**src/sv/ccv_pkg.sv**
```systemverilog
// shared types and constants of the csv column count validator
// used by the front classifier, the token queue and the line checker
`default_nettype none

package ccv_pkg;

	// byte codes the classifier looks for
	localparam logic [7:0] CH_COMMA = 8'h2C;
	localparam logic [7:0] CH_LF    = 8'h0A;
	localparam logic [7:0] CH_CR    = 8'h0D;
	localparam logic [7:0] CH_TAB   = 8'h09;
	localparam logic [7:0] CH_SPACE = 8'h20;
	localparam logic [7:0] CH_NUL   = 8'h00;

	// depth of the queue between classifier and checker
	localparam int unsigned QDEPTH = 4;

	// byte classes seen by the checker
	typedef enum logic [2:0] {
		CL_OTHER,
		CL_COMMA,
		CL_LF,
		CL_CR,
		CL_BLANK,
		CL_NUL
	} cls_t;

	// one classified byte
	typedef struct packed {
		cls_t cls;
		logic eof;
	} tok_t;

	// line position of the checker
	typedef enum logic [1:0] {
		PH_START,
		PH_IN_LINE,
		PH_AFTER_CR
	} phase_t;

	// result codes
	typedef enum logic [1:0] {
		ST_VALID,
		ST_NUL,
		ST_MISMATCH
	} status_t;

endpackage

`default_nettype wire

```
**src/sv/ccv_front.sv**
```systemverilog
// front end: takes bytes from the input stream and classifies them
// depends on ccv_pkg; feeds ccv_queue
`default_nettype none

module ccv_front
	import ccv_pkg::*;
(
	input  wire logic       s_tvalid,
	output logic            s_tready,
	input  wire logic [7:0] s_tdata,   // data_byte
	input  wire logic       s_tlast,   // end_of_file
	input  wire logic       q_full,
	output logic            push,
	output tok_t            push_tok
);

	// accept whenever the queue has room
	assign s_tready = !q_full;
	assign push     = s_tvalid && !q_full;

	// byte classification
	always_comb begin
		priority if (s_tdata == CH_COMMA) begin
			push_tok.cls = CL_COMMA;
		end else if (s_tdata == CH_LF) begin
			push_tok.cls = CL_LF;
		end else if (s_tdata == CH_CR) begin
			push_tok.cls = CL_CR;
		end else if (s_tdata == CH_SPACE || s_tdata == CH_TAB) begin
			push_tok.cls = CL_BLANK;
		end else if (s_tdata == CH_NUL) begin
			push_tok.cls = CL_NUL;
		end else begin
			push_tok.cls = CL_OTHER;
		end
		push_tok.eof = s_tlast;
	end

endmodule

`default_nettype wire

```
**src/sv/ccv_queue.sv**
```systemverilog
// short token queue between the classifier and the line checker
// depends on ccv_pkg for the token type
`default_nettype none

module ccv_queue
	import ccv_pkg::*;
#(
	parameter int unsigned DEPTH = 4
) (
	input  wire logic clk,
	input  wire logic arst_n,
	input  wire logic push,
	input  tok_t      push_tok,
	output logic      full,
	input  wire logic pop,
	output logic      tok_valid,
	output tok_t      tok
);

	localparam int unsigned AW = (DEPTH > 1) ? $clog2(DEPTH) : 1;
	localparam int unsigned CW = $clog2(DEPTH + 1);

	tok_t            mem_q [DEPTH];
	logic [AW-1:0]   wr_ptr_q;
	logic [AW-1:0]   rd_ptr_q;
	logic [CW-1:0]   count_q;

	assign full      = (count_q == CW'(DEPTH));
	assign tok_valid = (count_q != '0);
	assign tok       = mem_q[rd_ptr_q];

	// storage
	always_ff @(posedge clk) begin
		if (push) begin
			mem_q[wr_ptr_q] <= push_tok;
		end
	end

	// pointers and fill count
	always_ff @(posedge clk or negedge arst_n) begin
		if (!arst_n) begin
			wr_ptr_q <= '0;
			rd_ptr_q <= '0;
			count_q  <= '0;
		end else begin
			if (push) begin
				wr_ptr_q <= (wr_ptr_q == AW'(DEPTH - 1)) ? '0 : wr_ptr_q + 1'b1;
			end
			if (pop) begin
				rd_ptr_q <= (rd_ptr_q == AW'(DEPTH - 1)) ? '0 : rd_ptr_q + 1'b1;
			end
			unique case ({push, pop})
				2'b10:   count_q <= count_q + 1'b1;
				2'b01:   count_q <= count_q - 1'b1;
				default: count_q <= count_q;
			endcase
		end
	end

endmodule

`default_nettype wire

```
**src/sv/ccv_back.sv**
```systemverilog
// back end: walks the classified bytes, counts fields per line and latches
// the first error; holds the result register. depends on ccv_pkg
`default_nettype none

module ccv_back
	import ccv_pkg::*;
#(
	parameter int unsigned MAX_FIELDS = 1024,
	parameter int unsigned FW         = 11
) (
	input  wire logic          clk,
	input  wire logic          arst_n,
	input  wire logic          tok_valid,
	input  tok_t               tok,
	output logic               pop,
	output logic               m_tvalid,
	input  wire logic          m_tready,
	output logic [1:0]         res_status,
	output logic [31:0]        res_line,
	output logic [FW-1:0]      res_expected,
	output logic [FW-1:0]      res_found
);

	// line state
	phase_t        ph_q, ph_d;
	logic [FW-1:0] tot_q, tot_d;
	logic [FW-1:0] ref_q, ref_d;
	logic          await_q, await_d;
	logic          cont_q, cont_d;
	logic          pc_q, pc_d;
	logic [31:0]   lc_q, lc_d;
	status_t       st_q, st_d;
	logic [31:0]   lline_q, lline_d;
	logic [FW-1:0] lfound_q, lfound_d;
	logic          skip;

	// result register
	logic          out_valid_q;
	logic [1:0]    out_status_q;
	logic [31:0]   out_line_q;
	logic [FW-1:0] out_exp_q;
	logic [FW-1:0] out_found_q;

	function automatic logic [FW-1:0] sat_inc(input logic [FW-1:0] v);
		sat_inc = (v < FW'(MAX_FIELDS)) ? v + 1'b1 : v;
	endfunction

	// an end-of-file byte waits for a free result slot, others always go
	assign pop = tok_valid && (!tok.eof || !out_valid_q || m_tready);

	// next line state
	always_comb begin
		ph_d     = ph_q;
		tot_d    = tot_q;
		ref_d    = ref_q;
		await_d  = await_q;
		cont_d   = cont_q;
		pc_d     = pc_q;
		lc_d     = lc_q;
		st_d     = st_q;
		lline_d  = lline_q;
		lfound_d = lfound_q;
		skip     = 1'b0;
		if (st_q == ST_VALID) begin
			// lf right after a closing cr is swallowed
			if (ph_q == PH_AFTER_CR) begin
				ph_d = PH_START;
				if (tok.cls == CL_LF) begin
					skip = 1'b1;
				end
			end
			// leading whitespace and blank lines
			if (!skip && ph_d != PH_IN_LINE) begin
				if (tok.cls == CL_BLANK || tok.cls == CL_CR) begin
					skip = 1'b1;
				end else if (tok.cls == CL_LF) begin
					lc_d = lc_q + 1'b1;
					skip = 1'b1;
				end else begin
					ph_d   = PH_IN_LINE;
					tot_d  = '0;
					cont_d = 1'b0;
					pc_d   = 1'b0;
				end
			end
			// byte inside a line
			if (!skip) begin
				unique case (tok.cls)
					CL_COMMA: begin
						tot_d  = sat_inc(tot_d);
						cont_d = 1'b0;
						pc_d   = 1'b1;
					end
					CL_LF, CL_CR: begin
						tot_d  = sat_inc(tot_d);
						cont_d = 1'b0;
						pc_d   = 1'b0;
						lc_d   = lc_q + 1'b1;
						ph_d   = (tok.cls == CL_CR) ? PH_AFTER_CR : PH_START;
						if (await_d) begin
							ref_d   = tot_d;
							await_d = 1'b0;
						end else if (tot_d != ref_d) begin
							st_d     = ST_MISMATCH;
							lline_d  = lc_d;
							lfound_d = tot_d;
						end
					end
					CL_NUL: begin
						st_d    = ST_NUL;
						lline_d = lc_d;
					end
					default: begin
						cont_d = 1'b1;
						pc_d   = 1'b0;
					end
				endcase
			end
			// unterminated last line
			if (tok.eof && st_d == ST_VALID && ph_d == PH_IN_LINE) begin
				if (cont_d || pc_d) begin
					tot_d = sat_inc(tot_d);
				end
				if (await_d) begin
					ref_d   = tot_d;
					await_d = 1'b0;
				end else if (tot_d != ref_d) begin
					st_d     = ST_MISMATCH;
					lline_d  = lc_d;
					lfound_d = tot_d;
				end
			end
		end
	end

	// line state registers, cleared again after each file
	always_ff @(posedge clk or negedge arst_n) begin
		if (!arst_n) begin
			ph_q     <= PH_START;
			tot_q    <= '0;
			ref_q    <= '0;
			await_q  <= 1'b1;
			cont_q   <= 1'b0;
			pc_q     <= 1'b0;
			lc_q     <= '0;
			st_q     <= ST_VALID;
			lline_q  <= '0;
			lfound_q <= '0;
		end else if (pop) begin
			if (tok.eof) begin
				ph_q     <= PH_START;
				tot_q    <= '0;
				ref_q    <= '0;
				await_q  <= 1'b1;
				cont_q   <= 1'b0;
				pc_q     <= 1'b0;
				lc_q     <= '0;
				st_q     <= ST_VALID;
				lline_q  <= '0;
				lfound_q <= '0;
			end else begin
				ph_q     <= ph_d;
				tot_q    <= tot_d;
				ref_q    <= ref_d;
				await_q  <= await_d;
				cont_q   <= cont_d;
				pc_q     <= pc_d;
				lc_q     <= lc_d;
				st_q     <= st_d;
				lline_q  <= lline_d;
				lfound_q <= lfound_d;
			end
		end
	end

	// result valid flag
	always_ff @(posedge clk or negedge arst_n) begin
		if (!arst_n) begin
			out_valid_q <= 1'b0;
		end else if (pop && tok.eof) begin
			out_valid_q <= 1'b1;
		end else if (m_tready) begin
			out_valid_q <= 1'b0;
		end
	end

	// result payload
	always_ff @(posedge clk) begin
		if (pop && tok.eof) begin
			out_status_q <= st_d;
			out_line_q   <= (st_d != ST_VALID) ? lline_d : '0;
			out_exp_q    <= ref_d;
			out_found_q  <= (st_d == ST_MISMATCH) ? lfound_d : '0;
		end
	end

	// outputs
	always_comb begin
		m_tvalid     = out_valid_q;
		res_status   = out_status_q;
		res_line     = out_line_q;
		res_expected = out_exp_q;
		res_found    = out_found_q;
	end

endmodule

`default_nettype wire

```
**src/sv/csv_column_count_validator_top.sv**
```systemverilog
// top level of the csv column count validator
// depends on ccv_pkg, ccv_front, ccv_queue and ccv_back
`default_nettype none

// Checks that every non-blank line of a CSV file has as many fields as the
// first one. Bytes enter on the s_ stream, one per cycle, with tlast on the
// final byte of a file; exactly one result request leaves on the m_ stream
// for each file, once its final byte has passed through the token queue
// and been registered in the result register. A classifier stage feeds
// a four-entry token queue and the line checker retires one byte per cycle,
// so the sustained rate is one byte per clock. Only an end-of-file byte can
// stall, when the previous result still sits unread in the output register;
// the queue then absorbs up to three more bytes before s_tready drops.
// Field counts saturate at MAX_FIELDS, and all state clears after each file.

module csv_column_count_validator_top
	import ccv_pkg::*;
#(
	parameter int unsigned MAX_FIELDS = 1024,
	parameter int unsigned FW         = $clog2(MAX_FIELDS + 1),
	parameter int unsigned DW         = ((2 + 32 + 2 * FW + 7) / 8) * 8
) (
	input  wire logic          clk,
	input  wire logic          arst_n,
	input  wire logic          s_tvalid,
	output logic               s_tready,
	input  wire logic [7:0]    s_tdata,   // data_byte
	input  wire logic          s_tlast,   // end_of_file
	output logic               m_tvalid,
	input  wire logic          m_tready,
	output logic [DW-1:0]      m_tdata    // status, error_line, expected_fields, found_fields
);

	logic          q_full;
	logic          push;
	tok_t          push_tok;
	logic          pop;
	logic          tok_valid;
	tok_t          tok;
	logic [1:0]    res_status;
	logic [31:0]   res_line;
	logic [FW-1:0] res_expected;
	logic [FW-1:0] res_found;

	ccv_front u_front (
		.s_tvalid (s_tvalid),
		.s_tready (s_tready),
		.s_tdata  (s_tdata),
		.s_tlast  (s_tlast),
		.q_full   (q_full),
		.push     (push),
		.push_tok (push_tok)
	);

	ccv_queue #(
		.DEPTH (QDEPTH)
	) u_queue (
		.clk       (clk),
		.arst_n    (arst_n),
		.push      (push),
		.push_tok  (push_tok),
		.full      (q_full),
		.pop       (pop),
		.tok_valid (tok_valid),
		.tok       (tok)
	);

	ccv_back #(
		.MAX_FIELDS (MAX_FIELDS),
		.FW         (FW)
	) u_back (
		.clk          (clk),
		.arst_n       (arst_n),
		.tok_valid    (tok_valid),
		.tok          (tok),
		.pop          (pop),
		.m_tvalid     (m_tvalid),
		.m_tready     (m_tready),
		.res_status   (res_status),
		.res_line     (res_line),
		.res_expected (res_expected),
		.res_found    (res_found)
	);

	// pack result fields, lowest first
	always_comb begin
		m_tdata                     = '0;
		m_tdata[1:0]                = res_status;
		m_tdata[33:2]               = res_line;
		m_tdata[34 +: FW]           = res_expected;
		m_tdata[34 + FW +: FW]      = res_found;
	end

endmodule

`default_nettype wire

```
**config.mk**
```make
export PLATFORM = sky130hd
export DESIGN_NAME = csv_column_count_validator_top
export DESIGN_NICKNAME = d
export VERILOG_FILES = /design/src/sv/ccv_pkg.sv /design/src/sv/ccv_front.sv /design/src/sv/ccv_queue.sv /design/src/sv/ccv_back.sv /design/src/sv/csv_column_count_validator_top.sv
export SDC_FILE = /design/constraint.sdc
export NUM_CORES = 1
export LEC_CHECK = 0
export BUFFER_PORTS_ARGS = -buffer_cell sky130_fd_sc_hd__buf_4
export CELL_PAD_IN_SITES_DETAIL_PLACEMENT = 0
export CELL_PAD_IN_SITES_GLOBAL_PLACEMENT = 1
export CORE_MARGIN = 8
export CORE_UTILIZATION = 33
export DETAILED_ROUTE_END_ITERATION = 8
export PLACE_DENSITY = 0.66
export SLEW_MARGIN = 20
export SYNTH_ARGS = -nofsm -noshare
export SYNTH_HDL_FRONTEND = slang
export SYNTH_SLANG_ARGS = --single-unit
```
**constraint.sdc**
```tcl
create_clock -name clk -period 6.65 [get_ports clk]
set_input_delay 0 -clock clk [delete_from_list [all_inputs] [get_ports clk]]
set_output_delay 0 -clock clk [all_outputs]
set_load 0.05 [all_outputs]
```
## Word-level counts from Yosys, hierarchy flattened

Memories as Yosys holds them, arrays and structs flattened.
Index checks and enable logic that the tools add are counted.

- Memories kept: 1
- Output and inout port bits: 58
- Input port bits: 13
- Word-level logic and storage cells: 185
- RAM bits: 16
- Register bits after elaboration: 168

- Mux-type cells: 110
- Eq/ne operators: 21
- Reductions and logical operators: 26
- Add/subtract/negate cells: 7
- Magnitude comparators: 2

Memory list:

| memory | words | width | rd ports | clocked after Yosys merged registers in | wr ports | RTL line | text |
|---|---|---|---|---|---|---|---|
| u_queue.mem_q | 4 | 4 | 1 | 0 | 1 | ccv_queue.sv:23 | `tok_t mem_q [DEPTH];` |

Operator list:

| kind | count |
|---|---|
| 32-bit 2-to-1 mux | 15 |
| 11-bit 2-to-1 mux | 32 |
| 32-bit one-hot mux with 2 select lines | 1 |
| 2-bit 2-to-1 mux | 22 |
| 32-bit by 1-bit adder with 32-bit output (second input constant) | 1 |
| 1-bit 2-to-1 mux | 31 |
| 8-bit by 4-bit == test with 1-bit output (second input constant) | 3 |
| 11-bit by 1-bit adder with 11-bit output (second input constant) | 2 |
| 11-bit less-than comparator (second input constant) | 2 |
| 11-bit != test | 2 |
| 8-bit by 6-bit == test with 1-bit output (second input constant) | 2 |
| 3-bit 2-to-1 mux | 5 |
| 2-bit == test (second input constant) | 5 |
| 3-bit == test (second input constant) | 3 |
| 8-bit logical NOT | 1 |
| 2-bit nonzero test | 4 |
| 3-bit by 2-bit == test with 1-bit output (second input constant) | 2 |
| 1-bit logical AND | 6 |
| 3-bit one-hot mux with 2 select lines | 1 |
| 1-bit logical OR | 5 |
| 2-bit by 1-bit adder with 2-bit output (second input constant) | 2 |
| 2-bit by 1-bit == test with 1-bit output (second input constant) | 2 |
| 1-bit logical NOT | 4 |
| 2-bit logical NOT | 2 |
| 10 further kinds | 11 |

## Logic depth before layout (Yosys ltp)

An unclocked memory read counts as a cell.

- Word-level depth: 28
- Depth in mapped cells: 24
- Gate-level depth less buffers: 18

## Hierarchy

Synthesis repeated with hierarchy kept, for this count alone.

- Cell total of the unflattened synthesis: 1321
- Area, all modules: 12167.9 um2

By module, submodules not included:

| module | cells each | times used | seq. area each (um2) | area an instance (um2) |
|---|---|---|---|---|
| ccv_back | 1250 | 1 | 4310.4 | 11053.1 |
| ccv_queue | 56 | 1 | 655.6 | 994.7 |
| ccv_front | 15 | 1 | 0.0 | 120.1 |

## Worst setup path after synthesis

OpenSTA, ideal clock, no wires.

- Kind: flip-flop to flip-flop
- Start: register u_queue.rd_ptr_q[0]
- End: register u_back.out_line_q[22] (netlist: u_back.res_line[22]), data pin
- Stages on the path, launching flop included: 22
- Period minus slack after synthesis: 5.552 ns
- Path slack: 1.098 ns
- Arrival time: 5.286 ns
- Setup time: 0.266 ns
- Path buffers: 5
- Data required time: 6.384 ns
- Cell sequence: dfrtp_1 > buf_6 > mux4_2 > or3b_2 > nand3_1 > clkbuf_1 > and2_1 > ha_1 > clkbuf_1 > nand4_1 > nor4b_2 > xor2_1 > nand2_1 > nor4_4 > xnor3_1 > nor4_4 > a31oi_1 > buf_4 > buf_6 > o31a_1 > a21oi_2 > o21ai_1

- Cells in the longest elaborated chain, start to end: 25
- Elaborated cells between the ends (all ways): 90
- Those cells by class: add/sub (2); order compare (2); eq/ne (8); mux (67); reduce/logical (10); memory (1)

RTL lines:

| item | RTL line | text |
|---|---|---|
| start, declared | ccv_queue.sv:25 | `logic [AW-1:0] rd_ptr_q;` |
| start signal, assigned | ccv_queue.sv:50 | `rd_ptr_q <= (rd_ptr_q == AW'(DEPTH - 1)) ? '0 : rd_ptr_q + 1'b1;` |
| memory read 4 x 4 bit * | n/a |  |
| 3-bit by 2-bit == test with 1-bit output | ccv_back.sv:68, ccv_back.sv:76, ccv_back.sv:88 |  |
| 1-bit 2-to-1 mux | ccv_back.sv:68 | `if (tok.cls == CL_LF) begin` |
| 1-bit 2-to-1 mux | ccv_back.sv:66 | `if (ph_q == PH_AFTER_CR) begin` |
| 1-bit 2-to-1 mux | ccv_back.sv:64 | `if (st_q == ST_VALID) begin` |
| 1-bit logical NOT | ccv_back.sv:73 | `if (!skip && ph_d != PH_IN_LINE) begin` |
| 1-bit logical AND | ccv_back.sv:73 |  |
| 11-bit 2-to-1 mux | ccv_back.sv:73 |  |
| [9 not listed] | n/a |  |
| 11-bit 2-to-1 mux | ccv_back.sv:120 | `if (tok.eof && st_d == ST_VALID && ph_d == PH_IN_LINE) begin` |
| 11-bit 2-to-1 mux | ccv_back.sv:64 |  |
| 11-bit != test | ccv_back.sv:127 | `end else if (tot_d != ref_d) begin` |
| 2-bit 2-to-1 mux | ccv_back.sv:127 |  |
| 2-bit 2-to-1 mux | ccv_back.sv:124 | `if (await_d) begin` |
| 2-bit 2-to-1 mux | ccv_back.sv:120 |  |
| 2-bit 2-to-1 mux | ccv_back.sv:64 |  |
| 2-bit nonzero test | ccv_back.sv:191 | `out_line_q <= (st_d != ST_VALID) ? lline_d : '0;` |
| end signal, assigned | ccv_back.sv:191 |  |
| end, declared | ccv_back.sv:40 | `logic [31:0] out_line_q;` |

Mark *: on every way between the ends. The rest lies on a longest branch, timed or not. The select of a mux whose other input is x is not followed.
A chain may end at the register's enable or synchronous reset.

## Worst setup path after layout

- Start: register u_queue.rd_ptr_q[0]
- End: register u_back.lline_q[11]

- Cells in the longest elaborated chain, start to end: 25
- Elaborated cells between the ends (all ways): 90
- Those cells by class: add/sub (2); order compare (2); eq/ne (8); mux (64); reduce/logical (13); memory (1)

RTL lines:

| item | RTL line | text |
|---|---|---|
| memory read 4 x 4 bit * | n/a |  |
| 3-bit by 2-bit == test with 1-bit output | ccv_back.sv:68, ccv_back.sv:76, ccv_back.sv:88 |  |
| 1-bit 2-to-1 mux | ccv_back.sv:68 |  |
| 1-bit 2-to-1 mux | ccv_back.sv:66 |  |
| 1-bit 2-to-1 mux | ccv_back.sv:64 |  |
| 1-bit logical NOT | ccv_back.sv:73 |  |
| 1-bit logical AND | ccv_back.sv:73 |  |
| 11-bit 2-to-1 mux | ccv_back.sv:73 |  |
| [9 not listed] | n/a |  |
| 11-bit 2-to-1 mux | ccv_back.sv:120 |  |
| 11-bit 2-to-1 mux | ccv_back.sv:64 |  |
| 11-bit != test | ccv_back.sv:127 |  |
| 32-bit 2-to-1 mux | ccv_back.sv:127 |  |
| 32-bit 2-to-1 mux | ccv_back.sv:124 |  |
| 32-bit 2-to-1 mux | ccv_back.sv:120 |  |
| 32-bit 2-to-1 mux | ccv_back.sv:64 |  |
| 32-bit 2-to-1 mux | ccv_back.sv:150 | `if (tok.eof) begin` |
| end signal, assigned | ccv_back.sv:170 | `lline_q <= lline_d;` |
| end, declared | ccv_back.sv:33 | `logic [31:0] lline_q, lline_d;` |

Marked as above.

==> results.ini <==
[run_status]
status = complete, no violations

[placement]
io_buffers = 70
dp_slack_ns = 0.197
finalWeightedCongestion = 0.903
dpl_cell_area_um2 = 12800
hpwl_um = 27700

[clock_network]
insertion_delay_ns = 0.45
clkSinkCount = 184
numCtsBuffers = 17
clockRootBuffer = clkbuf_16
cts.clk_slew.worst_paths_ns = 0.09
htreeDepth = 4
cts_tree = done
clock_path_buffers = 2

[setup_path]
reg2reg_depth = 16
r2r_setup_slack_ns = 0.56
path_depth = 16
cp.required_ns = 7.03
r2r-end = u_back.lline_q[11]$_DFFE_PN0P_
max_stage_delay_ns = 0.69
worstPathCellList = mux4_2 -> or3b_2 -> nand3_1 -> and2_1 -> ha_1 -> nand4b_1 -> or4_1 -> a21oi_1 -> nor3b_1 -> xnor2_1 -> nor4_4 -> a31o_2 -> buf_4 -> a211oi_1 -> a2111oi_0 -> a31o_1
criticalPathCategory = flip-flop to flip-flop
critical_path.slowest_cell = mux4_2
start_kind = flip-flop
cpLargestDelayFamily = simple AND/OR/NAND/NOR gates
crit_fanout = 12
critPathBufInv = 1
r2r-start = u_queue.rd_ptr_q[0]$_DFFE_PN0P_
cp_data_arrival_time_ns = 6.48
end_kind = flip-flop

[power]
power_switching_mw = 3.86
ir_worst_vdd_mv = 0.466
powerDensity_nw_per_um2 = 543
intPower_mw = 3.50
p_seq_share_pct = 25.4
p_leak_nw = 5.38
pwr-share-clk_pct = 14.9
p_comb_share_pct = 59.6
swShare_pct = 52.4

[yosys]
synth_edf_count = 72
syn_nets = 1330
synthCells = 1307
avgSynthCellArea_um2 = 9.03
synth_simple_gate_area_share_pct = 19.6
synth_mux_area_share_pct = 2.09
dominantRegCellSynth = dfrtp_1
ys_async_sr_fraction_pct = 60.9
synth_area_leader_cell = dfrtp_1
synth_compound_area_share_pct = 24.6
ys_ff_latch = 184
synthDistinctLibCells = 92
synthTopCellsByArea = dfrtp_1 (24%), edfxtp_1 (18%), nand2_1 (5.8%)
synth_top_area_share_pct = 23.5
synth_commonest_cells = nand2_1 (182), o21ai_0 (113), dfrtp_1 (111), nor2_1 (93), a21oi_1 (77)
yosysWarnings = 0
synth_area_um2 = 11800
synthAdderAreaFrac_pct = 1.21
synth.most_common_cell = nand2_1
seq_area_frac_synth_pct = 42.1
synth-xor-area-share_pct = 5.96
synth_top_family_by_area = compound AO/OA/AOI/OAI gates

[route]
viasPerCell = 5.78
dr.pass1.iters = 6
route.detailed.drc = 0
vias = 10600
drt_iter0_drc = 886
antenna_left = 0
routed_wl_um = 39800
wl_per_cell_um = 21.8

[timing]
tns_ns = 0
rsz0062_at_grt = false
fmax_ghz = 0.164
tightest_slew_ns = 1.04
hold_violations = 0
layout_min_cycle_time_ns = 6.09
setup_ws_ns = 0.556
finalCritPeriodShare_pct = 91.6
maxSlewViolCount = 0
setup_viol = 0
slew_headroom_pct = 30.2
finClkSkew_ns = 0.0176

[flow_run]
drv_cap = 0

[global_route]
first_global_vias = 10100
grt_pass1_wl_um = 61700
grt_overflow = 0
antenna_found_initial = 0
grt.total_usage_pct = 18.8
grt_max_degree = 65

[die]
core-area_um2 = 35400
rows = 69
dieArea_um2 = 42100
die_w_um = 205
die_h_um = 205
initial_core_util_pct = 33.3
io_pins = 71

[layout]
antenna_cells = 0
layout-drive-gt1-share_pct = 15.0
syn_to_final_growth_pct = 14.8
design_area_um2 = 13500
fin_nets = 1375

[hold_path]
hp-class = input pin to asynchronous set/reset pin

through the flow:
step | total power, mW | std cells | utilization [%] | hold slack (ns)
after CTS | 7.37 | 1826 | 38.2 | 0.0291
after detailed placement | 6.26 | 1785 | 36.3 | -0.0135
after global routing | 7.78 | 1826 | 38.3 | 0.0645
after global placement | 6.23 | 1785 | 36.3 | -0.0189
after floorplan | 4.80 | 1307 | - | -0.296
final | 7.36 | 1826 | 38.3 | 0.0356
power groups by stage:
stage               registers (mW)  clock network [mW]  logic, mW
floorplan                     2.43                   0       2.37
detailed placement            1.89                   0       4.36
finish                        1.87                1.10       4.39
global route                  1.92                1.16       4.70
global placement              1.89                   0       4.34
CTS                           1.87                1.12       4.38
area by class of cell:
class                      count  area (um2)
inverter                      23        86.3
fill                        3593       21800
tap                          461         577
timing repair buffer         121         956
sequential                   184        4970
clock inverter                15         184
clock buffer                  17         425
multi-input combinational   1005        6350
state kept, by name (all words and copies together), names as in the netlist:
name,flops
u_back.lfound_q,11
u_back.res_found,11
u_queue.wr_ptr_q,2
u_back.lline_q,32
u_queue.count_q,3
u_back.st_q,2
u_queue.mem_q,16
u_queue.rd_ptr_q,2
u_back.res_expected,11
u_back.cont_q,1
u_back.lc_q,32
u_back.ph_q,2
u_back.pc_q,1
u_back.m_tvalid,1
u_back.tot_q,11
u_back.await_q,1
u_back.res_line,32
u_back.res_status,2
u_back.ref_q,11
per-layer routing:
metal	part of all wire [%]	track usage, %
met1	48	27.5
met2	43	27.4
met3	7.5	3.92
met4	2.0	5.87
met5	0	0
placed cells by master (no fill, tap or decap), types with 6 or more instances in the layout:
| master | synthesis | final |
|---|---|---|
| nor4_1 | 8 | 8 |
| a22o_1 | 18 | 18 |
| xnor2_1 | 42 | 42 |
| nor3b_1 | 6 | 6 |
| a21oi_1 | 77 | 77 |
| edfxtp_1 | 72 | 72 |
| xor2_1 | 28 | 28 |
| inv_1 | 22 | 21 |
| nand4_1 | 8 | 8 |
| or3_1 | 12 | 11 |
| o221ai_1 | 7 | 7 |
| a31oi_1 | 16 | 15 |
| nand2b_1 | 10 | 10 |
| and3_1 | 41 | 41 |
| nor2_1 | 93 | 91 |
| dfrtp_1 | 111 | 110 |
| and2_1 | 9 | 9 |
| o22ai_1 | 13 | 13 |
| dlygate4sd3_1 | 0 | 9 |
| a21o_1 | 25 | 25 |
| or2_2 | 9 | 9 |
| o31ai_1 | 13 | 13 |
| mux2i_1 | 10 | 10 |
| a211oi_1 | 11 | 11 |
| nor3_1 | 25 | 25 |
| o22a_1 | 14 | 14 |
| clkbuf_16 | 0 | 17 |
| o21ai_0 | 113 | 113 |
| ha_1 | 9 | 9 |
| nand2_1 | 182 | 182 |
| o211a_1 | 6 | 6 |
| a22oi_1 | 15 | 15 |
| nand3_1 | 36 | 36 |
| buf_4 | 3 | 110 |
| o21ai_1 | 25 | 24 |
| o211ai_1 | 8 | 8 |
what timing repair did:
action,4_1_cts,5_1_grt
endpoints found under the setup margin,0,66
resized for setup,0,4
buffers inserted,0,0
hold endpoints to repair,47,0
hold buffers,9,0
worst max path at each step:
stage                                          from                                end
finish              u_queue.rd_ptr_q[0]$_DFFE_PN0P_     u_back.lline_q[11]$_DFFE_PN0P_
global route        u_queue.rd_ptr_q[0]$_DFFE_PN0P_   u_back.res_line[3]$_SDFFCE_PN0P_
CTS                 u_queue.rd_ptr_q[0]$_DFFE_PN0P_     u_back.lline_q[11]$_DFFE_PN0P_
detailed placement  u_queue.rd_ptr_q[0]$_DFFE_PN0P_     u_back.lline_q[11]$_DFFE_PN0P_
global placement    u_queue.rd_ptr_q[0]$_DFFE_PN0P_     u_back.lline_q[11]$_DFFE_PN0P_
floorplan           u_queue.rd_ptr_q[0]$_DFFE_PN0P_  u_back.res_line[22]$_SDFFCE_PN0P_
cell families after synthesis:
| family | Yosys count |
|---|---|
| buffers and inverters | 118 |
| AO/OA/AOI/OAI | 430 |
| flip-flops | 184 |
| XOR/XNOR | 74 |
| multiplexers | 19 |
| AND/OR/NAND/NOR | 471 |
| adder cells (fa/ha/maj) | 11 |
Power figures use the tool's default switching activity.
